$ cat src/rtl/core/mcfd_pkg.sv
// ----------------------------------------------------------------------------
// mcfd_pkg
// Shared codes, types and sizes of the motor command frame decoder
// ----------------------------------------------------------------------------
`default_nettype none

package mcfd_pkg;

    localparam logic [7:0] START_BYTE     = 8'd255;
    localparam logic [7:0] DIR_CCW_CODE   = 8'd1;
    localparam logic [7:0] DIR_CW_CODE    = 8'd2;
    localparam logic [7:0] ESC_FORCE_LOW  = 8'd1;
    localparam logic [7:0] ESC_FORCE_HIGH = 8'd2;
    localparam logic [7:0] ESC_FORCE_BOTH = 8'd3;
    localparam logic [7:0] FORCED_BYTE    = 8'hFF;

    // power of two so the pointers wrap on their own
    localparam int QUEUE_DEPTH = 2;
    localparam int QPTR_W      = $clog2(QUEUE_DEPTH);
    localparam int QCNT_W      = $clog2(QUEUE_DEPTH + 1);

    typedef enum logic [4:0] {
        PHASE_IDLE = 5'b00001,
        PHASE_HIGH = 5'b00010,
        PHASE_LOW  = 5'b00100,
        PHASE_ESC  = 5'b01000,
        PHASE_DONE = 5'b10000
    } phase_t;

    typedef struct packed {
        logic        counter_clockwise;
        logic [15:0] compare_value;
    } frame_t;

    typedef struct packed {
        logic   valid;
        frame_t frame;
    } push_t;

    typedef struct packed {
        logic full;
        logic empty;
    } queue_status_t;

endpackage

`default_nettype wire

$ cat src/rtl/core/mcfd_front.sv
// ----------------------------------------------------------------------------
// mcfd_front
// Byte framer: accepts received bytes, tracks the frame phase and pushes
// each completed command frame into the queue
// ----------------------------------------------------------------------------
`default_nettype none

module mcfd_front (
    input  wire logic                   clk,
    input  wire logic                   rst_n,
    input  wire logic                   in_valid,
    output logic                        in_ready,
    input  wire logic [7:0]             rx_byte,
    input  wire mcfd_pkg::queue_status_t q_status,
    output mcfd_pkg::push_t             push
);

    mcfd_pkg::phase_t phase_reg, phase_next;
    logic             start_seen_reg, start_seen_next;
    logic             direction_ccw_reg, direction_ccw_next;
    logic [7:0]       high_byte_reg, high_byte_next;
    logic [7:0]       low_byte_reg, low_byte_next;
    logic             accept;
    logic             force_high;
    logic             force_low;

    // only an escape byte can need a queue slot
    assign in_ready = !q_status.full || (phase_reg != mcfd_pkg::PHASE_ESC);
    assign accept   = in_valid && in_ready;

    assign force_high = (rx_byte == mcfd_pkg::ESC_FORCE_HIGH) ||
                        (rx_byte == mcfd_pkg::ESC_FORCE_BOTH);
    assign force_low  = (rx_byte == mcfd_pkg::ESC_FORCE_LOW) ||
                        (rx_byte == mcfd_pkg::ESC_FORCE_BOTH);

    always_comb
    begin
        phase_next         = phase_reg;
        start_seen_next    = start_seen_reg;
        direction_ccw_next = direction_ccw_reg;
        high_byte_next     = high_byte_reg;
        low_byte_next      = low_byte_reg;
        push.valid         = 1'b0;
        push.frame.counter_clockwise = direction_ccw_reg;
        push.frame.compare_value     = {high_byte_reg, low_byte_reg};
        if (accept)
        begin
            if (rx_byte == mcfd_pkg::START_BYTE || phase_reg == mcfd_pkg::PHASE_DONE)
            begin
                phase_next      = mcfd_pkg::PHASE_IDLE;
                start_seen_next = 1'b1;
            end
            else if ((rx_byte == mcfd_pkg::DIR_CCW_CODE || rx_byte == mcfd_pkg::DIR_CW_CODE)
                     && phase_reg == mcfd_pkg::PHASE_IDLE && start_seen_reg)
            begin
                start_seen_next    = 1'b0;
                phase_next         = mcfd_pkg::PHASE_HIGH;
                direction_ccw_next = (rx_byte == mcfd_pkg::DIR_CCW_CODE);
            end
            else
            begin
                case (phase_reg)
                    mcfd_pkg::PHASE_HIGH:
                    begin
                        high_byte_next = rx_byte;
                        phase_next     = mcfd_pkg::PHASE_LOW;
                    end
                    mcfd_pkg::PHASE_LOW:
                    begin
                        low_byte_next = rx_byte;
                        phase_next    = mcfd_pkg::PHASE_ESC;
                    end
                    mcfd_pkg::PHASE_ESC:
                    begin
                        high_byte_next = force_high ? mcfd_pkg::FORCED_BYTE : high_byte_reg;
                        low_byte_next  = force_low  ? mcfd_pkg::FORCED_BYTE : low_byte_reg;
                        phase_next     = mcfd_pkg::PHASE_DONE;
                        push.valid     = 1'b1;
                        push.frame.compare_value = {high_byte_next, low_byte_next};
                    end
                    default:
                    begin
                        // waiting for start, or a stray direction byte
                        start_seen_next = 1'b0;
                    end
                endcase
            end
        end
    end

    always_ff @(posedge clk or negedge rst_n)
    begin
        if (!rst_n)
        begin
            phase_reg         <= mcfd_pkg::PHASE_IDLE;
            start_seen_reg    <= 1'b0;
            direction_ccw_reg <= 1'b0;
            high_byte_reg     <= 8'd0;
            low_byte_reg      <= 8'd0;
        end
        else
        begin
            phase_reg         <= phase_next;
            start_seen_reg    <= start_seen_next;
            direction_ccw_reg <= direction_ccw_next;
            high_byte_reg     <= high_byte_next;
            low_byte_reg      <= low_byte_next;
        end
    end

endmodule

`default_nettype wire

$ cat src/rtl/core/mcfd_queue.sv
// ----------------------------------------------------------------------------
// mcfd_queue
// Short frame queue between the framer and the output stage
// ----------------------------------------------------------------------------
`default_nettype none

module mcfd_queue (
    input  wire logic                    clk,
    input  wire logic                    rst_n,
    input  wire mcfd_pkg::push_t         push,
    input  wire logic                    pop,
    output mcfd_pkg::queue_status_t      q_status,
    output mcfd_pkg::frame_t             head
);

    mcfd_pkg::frame_t                  slot_reg [mcfd_pkg::QUEUE_DEPTH];
    logic [mcfd_pkg::QPTR_W-1:0]       wr_ptr_reg, wr_ptr_next;
    logic [mcfd_pkg::QPTR_W-1:0]       rd_ptr_reg, rd_ptr_next;
    logic [mcfd_pkg::QCNT_W-1:0]       count_reg, count_next;
    logic                              do_push;
    logic                              do_pop;

    assign q_status.empty = (count_reg == '0);
    assign q_status.full  = (count_reg == mcfd_pkg::QCNT_W'(mcfd_pkg::QUEUE_DEPTH));
    assign head           = slot_reg[rd_ptr_reg];

    assign do_push = push.valid && !q_status.full;
    assign do_pop  = pop && !q_status.empty;

    always_comb
    begin
        wr_ptr_next = do_push ? wr_ptr_reg + 1'b1 : wr_ptr_reg;
        rd_ptr_next = do_pop  ? rd_ptr_reg + 1'b1 : rd_ptr_reg;
        count_next  = count_reg;
        if (do_push && !do_pop)
        begin
            count_next = count_reg + 1'b1;
        end
        else if (do_pop && !do_push)
        begin
            count_next = count_reg - 1'b1;
        end
    end

    always_ff @(posedge clk)
    begin
        if (do_push)
        begin
            slot_reg[wr_ptr_reg] <= push.frame;
        end
    end

    always_ff @(posedge clk or negedge rst_n)
    begin
        if (!rst_n)
        begin
            wr_ptr_reg <= '0;
            rd_ptr_reg <= '0;
            count_reg  <= '0;
        end
        else
        begin
            wr_ptr_reg <= wr_ptr_next;
            rd_ptr_reg <= rd_ptr_next;
            count_reg  <= count_next;
        end
    end

endmodule

`default_nettype wire

$ cat src/rtl/core/mcfd_back.sv
// ----------------------------------------------------------------------------
// mcfd_back
// Output stage: takes frames from the queue and holds each result item
// until the sink accepts it
// ----------------------------------------------------------------------------
`default_nettype none

module mcfd_back (
    input  wire logic                    clk,
    input  wire logic                    rst_n,
    input  wire mcfd_pkg::queue_status_t q_status,
    input  wire mcfd_pkg::frame_t        head,
    output logic                         pop,
    output logic                         out_valid,
    input  wire logic                    out_ready,
    output logic                         counter_clockwise,
    output logic [15:0]                  compare_value
);

    logic             valid_reg, valid_next;
    mcfd_pkg::frame_t frame_reg;

    assign pop = !q_status.empty && (!valid_reg || out_ready);

    always_comb
    begin
        valid_next = valid_reg;
        if (pop)
        begin
            valid_next = 1'b1;
        end
        else if (out_ready)
        begin
            valid_next = 1'b0;
        end
    end

    always_ff @(posedge clk)
    begin
        if (pop)
        begin
            frame_reg <= head;
        end
    end

    always_ff @(posedge clk or negedge rst_n)
    begin
        if (!rst_n)
        begin
            valid_reg <= 1'b0;
        end
        else
        begin
            valid_reg <= valid_next;
        end
    end

    assign out_valid         = valid_reg;
    assign counter_clockwise = frame_reg.counter_clockwise;
    assign compare_value     = frame_reg.compare_value;

endmodule

`default_nettype wire

$ cat src/rtl/core/motor_command_frame_decoder.sv
// ----------------------------------------------------------------------------
// motor_command_frame_decoder
// Decodes five-byte motor command frames from a byte stream into a
// direction and a 16-bit PWM compare word
// ----------------------------------------------------------------------------
//   channel  | signals                          | item
//   ---------+----------------------------------+---------------------------
//   input    | in_valid, in_ready, rx_byte      | one received byte
//   output   | out_valid, out_ready, fields     | one decoded command frame
//
// one byte per cycle while in_ready is high; the framer phase is held in a register
// a result passes through the queue and then the output register once its escape byte is accepted
// a two-frame queue and the output register absorb output stalls
// in_ready drops only on an escape byte while the queue is full
// reset clears phase, start mark, data bytes and queue control
// ----------------------------------------------------------------------------
`default_nettype none

module motor_command_frame_decoder (
    input  wire logic        clk,
    input  wire logic        rst_n,
    input  wire logic        in_valid,
    output logic             in_ready,
    input  wire logic [7:0]  rx_byte,
    output logic             out_valid,
    input  wire logic        out_ready,
    output logic             counter_clockwise,
    output logic [15:0]      compare_value
);

    mcfd_pkg::push_t         push;
    mcfd_pkg::queue_status_t q_status;
    mcfd_pkg::frame_t        head;
    logic                    pop;

    mcfd_front u_front (
        .clk      (clk),
        .rst_n    (rst_n),
        .in_valid (in_valid),
        .in_ready (in_ready),
        .rx_byte  (rx_byte),
        .q_status (q_status),
        .push     (push)
    );

    mcfd_queue u_queue (
        .clk      (clk),
        .rst_n    (rst_n),
        .push     (push),
        .pop      (pop),
        .q_status (q_status),
        .head     (head)
    );

    mcfd_back u_back (
        .clk               (clk),
        .rst_n             (rst_n),
        .q_status          (q_status),
        .head              (head),
        .pop               (pop),
        .out_valid         (out_valid),
        .out_ready         (out_ready),
        .counter_clockwise (counter_clockwise),
        .compare_value     (compare_value)
    );

endmodule

`default_nettype wire

$ cat config.mk
export PLATFORM = sky130hd
export DESIGN_NAME = motor_command_frame_decoder
export DESIGN_NICKNAME = d
export VERILOG_FILES = /design/src/rtl/core/mcfd_pkg.sv /design/src/rtl/core/mcfd_front.sv /design/src/rtl/core/mcfd_queue.sv /design/src/rtl/core/mcfd_back.sv /design/src/rtl/core/motor_command_frame_decoder.sv
export SDC_FILE = /design/constraint.sdc
export NUM_CORES = 1
export LEC_CHECK = 0
export ABC_AREA = 1
export BUFFER_PORTS_ARGS = -buffer_cell sky130_fd_sc_hd__buf_2
export CAP_MARGIN = 10
export CORE_UTILIZATION = 40
export DETAILED_ROUTE_END_ITERATION = 12
export GPL_TIMING_DRIVEN = 1
export PLACE_DENSITY_LB_ADDON = 0.2
export SLEW_MARGIN = 20
export SYNTH_ARGS = -nofsm -noshare
export SYNTH_HDL_FRONTEND = slang
export SYNTH_HIERARCHICAL = 1
export SYNTH_SLANG_ARGS = --single-unit
$ cat constraint.sdc
create_clock -name clk -period 7.2 [get_ports clk]
set_input_delay 0.72 -clock clk [delete_from_list [all_inputs] [get_ports clk]]
set_output_delay 0.72 -clock clk [all_outputs]
set_load 0.01 [all_outputs]
# After elaboration in Yosys (flattened, before gate mapping)
# Memories as Yosys holds them, arrays and structs flattened. A register that Yosys moved wholly into a read port is not among the register bits.
# Index checks and enable logic that the tools add are counted.
dict set report word_totals {
  ram_bits 34
  word_cells 83
  register_bits 28
  mem_count 1
  mem_bits_ro 0
  latch_bits 0
}
# memory words width read_ports rd_clocked_by_memory_dff write_ports line
set memory_table {}
lappend memory_table {u_queue.slot_reg 2 17 1 1 1 mcfd_queue.sv:16} ;# mcfd_pkg::frame_t slot_reg [mcfd_pkg::QUEUE_DEPTH];
dict set report op_classes {
  multipliers 0
  bitwise_logic 2
  add_sub_neg 4
  muxes 24
  n_div 0
  reduce_logical 31
  shift 0
  eq_ne 12
  magnitude_cmp 0
}
# operator count
set op_table {}
lappend op_table {{$mux W16} 4}
lappend op_table {{$pmux W8 S2} 2}
lappend op_table {{$eq A8 B2 Y1 const B} 2}
lappend op_table {{$mux W8} 2}
lappend op_table {{$pmux W5 S3} 1}
lappend op_table {{$mux W1} 11}
lappend op_table {{$mux W5} 2}
lappend op_table {{$eq A8 B1 Y1 const B} 1}
lappend op_table {{$eq A8 B8 Y1 const B} 1}
lappend op_table {{$logic_and A1 B1 Y1} 8}
lappend op_table {{$reduce_and A4 Y1} 2}
lappend op_table {{$reduce_bool A2 Y1} 4}
lappend op_table {{$logic_or A1 B1 Y1} 6}
lappend op_table {{$eq A5 B1 Y1 const B} 1}
lappend op_table {{$eq A5 B2 Y1 const B} 1}
lappend op_table {{$eq A5 B3 Y1 const B} 1}
lappend op_table {{$eq A5 B4 Y1 const B} 1}
lappend op_table {{$eq A5 B5 Y1 const B} 1}
lappend op_table {{$logic_not A1 Y1} 5}
lappend op_table {{$ne A5 B4 Y1 const B} 1}
lappend op_table {{$reduce_bool A5 Y1} 1}
lappend op_table {{$mux W2} 2}
lappend op_table {{$reduce_and A2 Y1} 2}
lappend op_table {{$ne A3 B1 Y1 const B} 1}
lappend op_table {{other kinds (8)} 10}

# Logic depth before layout (Yosys ltp)
# Gate-level depths: netlist of run 1.
dict set report logic_depth {
  ltp_word 12
  mapped_depth 13
  ltp_nobuf 13
}

# Hierarchy
# Netlist of run 1, hierarchy kept.
# module cells_per_inst seq_area_each_um2 instances area_per_inst_um2
set by_module_without_submodules {}
lappend by_module_without_submodules {mcfd_front 228 576.8 1 1516.5}
lappend by_module_without_submodules {mcfd_queue 120 1121.1 1 1480.2}
lappend by_module_without_submodules {mcfd_back 22 535.5 1 555.5}

# Worst setup path after synthesis of run 1
# No wires, ideal clock.
dict set report synth_timing {
  path_kind {input port to flip-flop}
  startpoint {input rx_byte[0]}
  endpoint {memory u_queue/slot_reg[1][0] in the netlist's numbering (enable)}
  setup_time_ns 0.391
  required_ns 6.809
  arrival_ns 2.128
  cell_stages 7
  setup_slack_ns 4.681
  cell_sequence {nand2_1 nor2_1 nand2_1 nand2_4 nor3_4 o21ai_1 nor2_1}
}
# element line
set synth_rtl {}
lappend synth_rtl {{start: declaration} motor_command_frame_decoder.sv:24} ;# input wire logic [7:0] rx_byte,
lappend synth_rtl {{end: declaration} mcfd_queue.sv:16}

==> results.py, run 1 <==
metrics = {
    "status": {
        "status": "complete, no violations",
    },
    "hold_path": {
        "holdCritPathClass": "in -> async",
    },
    "timing": {
        "setup_viol": 0,
        "finClkSkew_ns": 0.006249,
        "fmax_ghz": 0.4207,
        "fin_crit_sh": 0.3302,
        "rsz0062_at_grt": "false",
        "slew-limit-headroom": 0.3420,
        "tns_ns": 0,
        "hold_viol_final": 0,
        "slew_viol_final": 0,
        "fin_crit_ns": 2.377,
        "worst_slew_pin_slew_ns": 0.9869,
    },
    "job": {
        "max_cap_violations": 0,
    },
    "cells_and_area": {
        "drive_gt1_frac": 0.1845,
        "num_antenna_cells": 0,
        "largest_register_ffs": 34,
        "final_common_cell": "nand2_1",
        "layout_common_cells": "nand2_1 (184), edfxtp_1 (51), inv_1 (38), buf_2 (30), dfrtp_1 (27)",
        "finalNetCount": 420,
        "fillers": 851,
        "area_growth_pct": 12.72,
        "postLayoutCellArea_um2": 4004,
    },
    "placed_design": {
        "dpl.hpwl_um": 4377,
        "place_area_um2": 3800,
        "port_buffers": 30,
        "gp_congestion": 0.8531,
    },
    "worst_setup_path": {
        "worst_setup_path_start_kind": "flip-flop",
        "path_cells": "nor2_4 -> nand3_4 -> o21ai_4 -> nor3_4 -> inv_1 -> nor2_4 -> nand2_1 -> inv_1",
        "crit_family": "simple AND/OR/NAND/NOR gates",
        "crit_buf_inv": 2,
        "cp-end-kind": "flip-flop",
        "crit_slowest_cell": "dfstp_2",
        "crit_path_max_incr_delay_ns": 0.58,
        "crit_fanout": 17,
        "cp-startpoint": "u_front/phase_reg[0]",
        "arrival_ns": 2.35,
        "crit_required_ns": 7.18,
        "r2r-start": "u_front/phase_reg[0]",
        "crit_type": "reg -> reg",
    },
    "yosys": {
        "synthesis.area_um2": 3552,
        "synth_cell_types": 26,
        "synth-seq-cells": 79,
        "avgSynthCellArea_um2": 9.600,
        "synth_cells": 370,
        "synth_fp_nets": 383,
        "synth-seq-area-share": 0.6287,
        "yosys_warnings": 6,
    },
    "floorplan": {
        "fp.dieW_um": 96.24,
        "die_area_um2": 9261,
        "core_area_um2": 8678,
        "initial_core_util": 0.4093,
        "rows": 34,
        "io_pins": 31,
        "die_h_um": 96.24,
    },
    "global_routing": {
        "grt_max_degree": 29,
        "grt_pass1_wl_um": 10490,
        "grt_pass1_vias": 2244,
        "antenna_found_initial": 0,
        "grt_remaining_overflow": 0,
        "grt_usage": 0.1530,
    },
    "routing": {
        "postRouteAntennaNets": 0,
        "wl_per_cell_um": 11.83,
        "firstDrtPassIters": 4,
        "drtIter0Drc": 99,
        "wl_um": 6151,
        "via_per_inst": 4.479,
        "drc": 0,
        "vias": 2329,
    },
    "clock_tree": {
        "clkSlewWorstSetupHoldPaths_ns": 0.08,
        "htreeDepth": 3,
        "ctsHoldBuffers": 0,
        "root_buffer": "clkbuf_8",
        "clock_sinks": 79,
        "cts-resized-gates": 0,
        "cts_buffer_depth": 2,
        "post_cts_buffers": 0,
        "clk_latency_ns": 0.34,
        "numCtsBuffers": 9,
        "cts_tree": "yes",
    },
    "pwr": {
        "powerDensity_nw_per_um2": 213.2,
        "ir_drop_v": 0.0001049,
        "leakage_nw": 1.948,
    },
}
## per-stage QoR
step / power (mW) / utilization / hold slack (ns) / cells / setup WS (ns)
after floorplan: 0.5154 / - / 0.4244 / 370 / 4.681
after global placement: 0.5271 / 0.4379 / 0.4652 / 504 / 4.594
after detailed placement: 0.5280 / 0.4379 / 0.4657 / 504 / 4.471
after CTS: 0.8657 / 0.4614 / 0.4009 / 520 / 4.769
after global routing: 0.8899 / 0.4614 / 0.4318 / 520 / 4.578
final: 0.8535 / 0.4614 / 0.3909 / 520 / 4.823
## where the power goes
part	total [mW]	switching (mW)	internal [mW]
clock	0.336	0.171	0.165
combinational	0.0302	0.0206	0.00963
sequential	0.487	0.00315	0.484
## worst paths after layout
path | cells past startpoint | slack (ns) | endpoint
max | 8 | 4.82 | u_queue/slot_reg[0][15]
min | 1 | 0.39 | u_front/phase_reg[2]
max reg2reg | 8 | 4.82 | u_queue/slot_reg[0][15]
min reg2reg | 2 | 0.49 | u_front/high_byte_reg[4]
max in group asynchronous | 1 | 6.39 | u_front/high_byte_reg[3]
min in group clk | 2 | 0.49 | u_front/high_byte_reg[4]
## synth_stat cells
cell / count / area [um^2]
a21oi_2: 1 / 8.760
buf_4: 3 / 22.52
buf_6: 2 / 22.52
dfrtp_1: 27 / 675.7
dfstp_2: 1 / 26.28
edfxtp_1: 51 / 1531
ha_1: 1 / 12.51
inv_1: 38 / 142.6
inv_2: 4 / 15.01
inv_4: 3 / 18.77
nand2_1: 184 / 690.7
nand2_2: 5 / 31.28
nand2_4: 3 / 33.78
nand2_8: 1 / 20.02
nand3_1: 6 / 30.03
nand3_4: 1 / 17.52
nand3b_1: 1 / 7.510
nand4_1: 3 / 18.77
nor2_1: 12 / 45.04
nor2_2: 3 / 18.77
nor2_4: 4 / 45.04
nor3_4: 2 / 32.53
o21ai_0: 10 / 50.05
o21ai_1: 2 / 10.01
o21ai_4: 1 / 16.27
xnor2_1: 1 / 8.760
## layer usage
metal	up-vias	share of wire	global-route usage
li1	1244	-	-
met1	1035	0.49	0.2064
met2	41	0.46	0.2364
met3	9	0.032	0.02844
met4	0	0.015	0.07587
met5	-	0	0
## cell families (layout without fill, tap and decap cells)
logic type / after synthesis / after routing / synth area share
AOI/OAI and AO/OA: 14 / 14 / 0.02395
xor gates and xnor gates: 1 / 1 / 0.002466
buffers and inverters: 50 / 92 / 0.06235
DFF: 79 / 79 / 0.6287
and+or+nand+nor: 225 / 225 / 0.2790
adders and majority gates: 1 / 1 / 0.003522
## cell type report
cell class,count,area (um^2),area share
clock buffer,9,123.9,0.03094
clock inverter,7,80.08,0.02000
inverter,45,176.4,0.04406
multi-input combinational,241,1097,0.2741
sequential,79,2233,0.5578
tap,108,135.1,0.03375
timing repair buffer,31,157.7,0.03937
No activity file was read; power rests on OpenSTA's default activity.
==> inputs of run 2 (changes only) <==
==> constraint.sdc (replaced) <==
create_clock -name clk -period 2.3 [get_ports clk]
set_input_delay 0.23 -clock clk [delete_from_list [all_inputs] [get_ports clk]]
set_output_delay 0.23 -clock clk [all_outputs]
set_load 0.01 [all_outputs]
==> results.py, run 2 (synthesis results as in run 1) <==
metrics = {
    "clock_tree": {
        "numCtsBuffers": 9,
        "clk_latency_ns": 0.35,
        "cts_tree": "yes",
        "root_buffer": "clkbuf_8",
        "cts_buffer_depth": 2,
        "clock_sinks": 79,
        "clkSlewWorstSetupHoldPaths_ns": 0.09,
        "htreeDepth": 3,
    },
    "pwr": {
        "power_mw": 2.558,
        "ir_drop_v": 0.0002686,
        "leakage_nw": 1.964,
        "powerDensity_nw_per_um2": 633.2,
    },
    "cells_and_area": {
        "num_antenna_cells": 0,
        "finalNetCount": 424,
        "largest_register_ffs": 34,
        "final_common_cell": "nand2_1",
        "drive_gt1_frac": 0.1923,
        "layout_common_cells": "nand2_1 (184), edfxtp_1 (51), inv_1 (38), buf_2 (30), dfrtp_1 (27)",
        "area_growth_pct": 13.70,
        "fillers": 858,
        "utilization": 0.4654,
        "layout.cells.non_filler": 524,
    },
    "status": {
        "status": "complete, no violations",
    },
    "timing": {
        "hold_viol_final": 0,
        "worst_slew_pin_slew_ns": 0.6548,
        "fmax_ghz": 0.4771,
        "fin_crit_sh": 0.9114,
        "setup_ws_ns": 0.2038,
        "tns_ns": 0,
        "rsz0062_at_grt": "false",
        "slew-limit-headroom": 0.5635,
        "setup_viol": 0,
        "fin_crit_ns": 2.096,
        "finClkSkew_ns": 0.008190,
        "slew_viol_final": 0,
    },
    "routing": {
        "wl_per_cell_um": 11.83,
        "drc": 0,
        "firstDrtPassIters": 4,
        "wl_um": 6199,
        "drtIter0Drc": 78,
        "via_per_inst": 4.517,
        "vias": 2367,
        "postRouteAntennaNets": 0,
    },
    "global_routing": {
        "grt_pass1_wl_um": 10600,
        "grt_remaining_overflow": 0,
        "grt_max_degree": 29,
        "grt_usage": 0.1554,
        "grt_pass1_vias": 2213,
        "antenna_found_initial": 0,
    },
    "floorplan": {
        "core_area_um2": 8678,
        "fp.dieW_um": 96.24,
        "rows": 34,
        "io_pins": 31,
        "initial_core_util": 0.4093,
        "die_area_um2": 9261,
        "die_h_um": 96.24,
    },
    "placed_design": {
        "gp_congestion": 0.8724,
        "dp_cells": 507,
        "dpl.hpwl_um": 4463,
        "place_ws_ns": 0.2093,
        "port_buffers": 30,
    },
    "hold_path": {
        "holdCritPathClass": "in -> reg",
    },
    "job": {
        "max_cap_violations": 0,
    },
    "worst_setup_path": {
        "crit_required_ns": 2.54,
        "worst_setup_path_start_kind": "flip-flop",
        "crit_type": "reg -> reg",
        "arrival_ns": 2.33,
        "crit_fanout": 13,
        "crit_slowest_cell": "dfstp_2",
        "path_cells": "nor2_4 -> nand3_4 -> o21ai_4 -> nor3_4 -> inv_1 -> nor2_4 -> ha_1 -> inv_1 -> nand3_1 -> nand2_1 -> nand2_1",
        "crit_path_max_incr_delay_ns": 0.58,
        "cp-end-kind": "flip-flop",
    },
}
-- run 2: path summary, 6_finish.rpt --
kind                                              to  depth (start not counted)                      from  slack [ns]
setup / recovery                u_queue/count_reg[1]                         11      u_front/phase_reg[0]        0.20
hold / removal                      u_back/out_valid                          4                 out_ready        0.12
setup reg to reg                u_queue/count_reg[1]                         11      u_front/phase_reg[0]        0.20
hold reg to reg             u_front/high_byte_reg[3]                          2  u_front/high_byte_reg[3]        0.49
max in group asynchronous  u_front/direction_ccw_reg                          2                     rst_n        1.43
min in group asynchronous   u_front/high_byte_reg[7]                          2                     rst_n        0.44
-- run 2: area by class of cell --
type / instances / area, um^2 / area share
multi-input cells: 241 / 1100 / 0.2723
inverters: 45 / 176.4 / 0.04368
flip-flops and latches: 79 / 2233 / 0.5530
clock inverters: 7 / 55.05 / 0.01363
clock buffers: 9 / 123.9 / 0.03067
repair buffers: 35 / 215.2 / 0.05328
well taps: 108 / 135.1 / 0.03346
-- run 2: repair_timing --
item                      in CTS  in global routing
buffers inserted               0                  0
hold endpoints to repair      27                  0
gates resized for setup        0                  0
hold buffers                   1                  0
-- run 2: power breakdown --
part,internal (mW),leakage [nW],switching [mW]
clock,0.407,0.0923,0.528
combinational,0.0324,1.01,0.0657
sequential,1.52,0.858,0.00952
total,1.95,1.96,0.603
-- run 2: critical path, delay by kind of cell, from the launching register on --
family / cells / cell delay (ns)
adder cells (fa/ha/maj): 1 / 0.25
flip-flops: 1 / 0.58
AND/OR/NAND/NOR: 7 / 0.83
buffers and inverters: 2 / 0.20
AO/OA/AOI/OAI: 1 / 0.12
-- run 2: layer usage --
metal / wire length (um) / share of wire / track usage
met2: 2909 / 0.47 / 0.2488
met4: 68 / 0.011 / 0.05597
met5: 0 / 0 / 0
met1: 2980 / 0.48 / 0.2078
met3: 241 / 0.039 / 0.03318
-- run 2: metrics by stage --
stage,hold WS (ns),cell area (um^2)
3_3_place_gp,0.3018,3850
2_1_floorplan,-0.06559,3555
5_1_grt,0.1689,4039
4_1_cts,0.1156,4039
6_report,0.1245,4039
3_5_place_dp,0.3048,3850
==> inputs of run 3 (changes only) <==
--- a/config.mk
+++ b/config.mk
@@ -6,7 +6,7 @@
 export NUM_CORES = 1
 export LEC_CHECK = 0
 export ABC_AREA = 1
-export BUFFER_PORTS_ARGS = -buffer_cell sky130_fd_sc_hd__buf_2
+export BUFFER_PORTS_ARGS = -buffer_cell sky130_fd_sc_hd__clkbuf_2
 export CAP_MARGIN = 10
 export CORE_UTILIZATION = 40
 export DETAILED_ROUTE_END_ITERATION = 12
==> constraint.sdc (replaced) <==
create_clock -name clk -period 1.9 [get_ports clk]
set_input_delay 0.19 -clock clk [delete_from_list [all_inputs] [get_ports clk]]
set_output_delay 0.19 -clock clk [all_outputs]
set_load 0.01 [all_outputs]
==> results.py, run 3 (synthesis results as in run 1) <==
metrics = {
    "cells_and_area": {
        "finalNetCount": 431,
        "num_antenna_cells": 0,
        "drive_gt1_frac": 0.2151,
        "largest_register_ffs": 34,
        "layout.cells.non_filler": 531,
        "final_common_cell": "nand2_1",
        "area_growth_pct": 16.73,
        "layout_common_cells": "nand2_1 (183), edfxtp_1 (51), inv_1 (36), clkbuf_2 (30), dfrtp_1 (27)",
        "fillers": 856,
    },
    "routing": {
        "wl_um": 6300,
        "drc": 0,
        "wl_per_cell_um": 11.86,
        "postRouteAntennaNets": 0,
        "drtIter0Drc": 131,
        "via_per_inst": 4.433,
        "firstDrtPassIters": 4,
        "vias": 2354,
    },
    "clock_tree": {
        "clkSlewWorstSetupHoldPaths_ns": 0.09,
        "cts_tree": "yes",
        "root_buffer": "clkbuf_8",
        "cts_buffer_depth": 2,
        "htreeDepth": 3,
        "clk_latency_ns": 0.34,
        "clock_sinks": 79,
        "numCtsBuffers": 9,
    },
    "worst_setup_path": {
        "r2r-start": "u_front/phase_reg[0]",
        "timing.rr.end": "u_queue/slot_reg[0][7]",
        "crit_family": "simple AND/OR/NAND/NOR gates",
        "reg2reg_slack_ns": 0.09,
        "reg2reg_depth": 9,
        "crit_buf_inv": 3,
        "crit_slowest_cell": "dfstp_2",
        "crit_path_max_incr_delay_ns": 0.57,
        "arrival_ns": 1.88,
        "crit_fanout": 8,
        "crit_type": "reg -> reg",
        "crit_path_frequent_cell": "nor2_4",
        "crit_required_ns": 1.96,
        "worst_setup_path_start_kind": "flip-flop",
        "cp-end-kind": "flip-flop",
        "path_cells": "nor2_4 -> nand3_2 -> nand2_4 -> nor3_4 -> inv_2 -> nor2_4 -> nand2_2 -> clkinvlp_4 -> clkbuf_16",
        "cp-startpoint": "u_front/phase_reg[0]",
    },
    "pwr": {
        "leakage_nw": 2.001,
        "power_mw": 3.160,
        "powerDensity_nw_per_um2": 762.1,
        "ir_drop_v": 0.0003188,
    },
    "floorplan": {
        "core_area_um2": 8678,
        "io_pins": 31,
        "die_area_um2": 9261,
        "initial_core_util": 0.4093,
        "fp.dieW_um": 96.24,
        "die_h_um": 96.24,
        "rows": 34,
    },
    "hold_path": {
        "min_path_cells": 4,
        "holdCritPathClass": "in -> reg",
        "hold_end": "u_back/out_valid",
        "min-delay-start": "out_ready",
    },
    "global_routing": {
        "globalRouteMet3Util": 0.02607,
        "grt_usage": 0.1554,
        "grt_pass1_wl_um": 10710,
        "met2_usage": 0.2530,
        "grt_use_met1": 0.2072,
        "antenna_found_initial": 0,
        "grt_pass1_vias": 2330,
        "grt_max_degree": 29,
        "top_usage_layer": "met2",
        "grt_remaining_overflow": 0,
    },
    "status": {
        "status": "complete, no violations",
    },
    "timing": {
        "fin_crit_sh": 0.9531,
        "finClkSkew_ns": 0.01140,
        "slew_viol_final": 0,
        "fin_crit_ns": 1.811,
        "setup_viol": 0,
        "hold_viol_final": 0,
        "fmax_ghz": 0.5522,
        "slew-limit-headroom": 0.5194,
        "worst_slew_pin_slew_ns": 0.7208,
    },
    "placed_design": {
        "port_buffers": 30,
        "dp_cells": 512,
        "dpl.hpwl_um": 4370,
        "gp_congestion": 0.8731,
    },
    "job": {
        "max_cap_violations": 0,
    },
}
-- run 3: layer usage --
metal  vias up  part of all wire
li1       1258                 -
met4         0            0.0063
met3         2             0.029
met5         -                 0
met1      1054              0.49
met2        40              0.47
-- run 3: report_power, final --
part           leakage, nW  total [mW]  internal, mW  switching, mW
clock               0.0903        1.19         0.504          0.683
sequential           0.858        1.85          1.83         0.0117
combinational         1.05       0.127        0.0450         0.0816
total                 2.00        3.16          2.38          0.776
-- run 3: repair_timing --
action | CTS | global route
resized for setup | 0 | 2
buffers inserted | 0 | 1
endpoints found under the hold margin | 27 | 0
endpoints found under the setup margin | 0 | 19
hold buffers | 1 | 0
-- run 3: worst max path at each step --
stage               cells past startpoint                       to  slack, ns
floorplan                               6   u_queue/slot_reg[1][0]       0.02
global placement                        9  u_queue/slot_reg[0][13]        0.1
detailed placement                      9  u_queue/slot_reg[0][13]       0.05
CTS                                     9   u_queue/slot_reg[0][9]       0.03
global route                            9   u_queue/slot_reg[0][7]     -0.005
finish                                  9   u_queue/slot_reg[0][7]       0.09
-- run 3: worst reg2reg max path, stage by stage, from the launching register on --
cell	delay, ns
dfstp_2	0.57
nor2_4	0.06
nand3_2	0.08
nand2_4	0.06
nor3_4	0.22
inv_2	0.07
nor2_4	0.09
nand2_2	0.08
clkinvlp_4	0.13
clkbuf_16	0.17
-- run 3: final cells by class --
type	count	area (um^2)	share of cell area
clock buffer	9	123.9	0.02987
clock inverter	7	63.81	0.01539
inverter	45	180.2	0.04345
multi-input combinational	241	1125	0.2713
sequential	79	2233	0.5386
tap	108	135.1	0.03259
timing repair buffer	42	285.3	0.06880
-- run 3: through the flow --
| step | util | hold WS, ns | worst slack, ns | cell area, um^2 | TNS, ns |
|---|---|---|---|---|---|
| final | 0.4778 | 0.1118 | 0.08912 | 4146 | 0 |
| after detailed placement | 0.4504 | 0.2898 | 0.05220 | 3909 | 0 |
| after global routing | 0.4778 | 0.1335 | -0.005250 | 4146 | -0.009766 |
| after floorplan | - | -0.1056 | 0.01628 | 3576 | 0 |
| after CTS | 0.4732 | 0.1049 | 0.02864 | 4106 | 0 |
| after global placement | 0.4504 | 0.2895 | 0.09921 | 3909 | 0 |
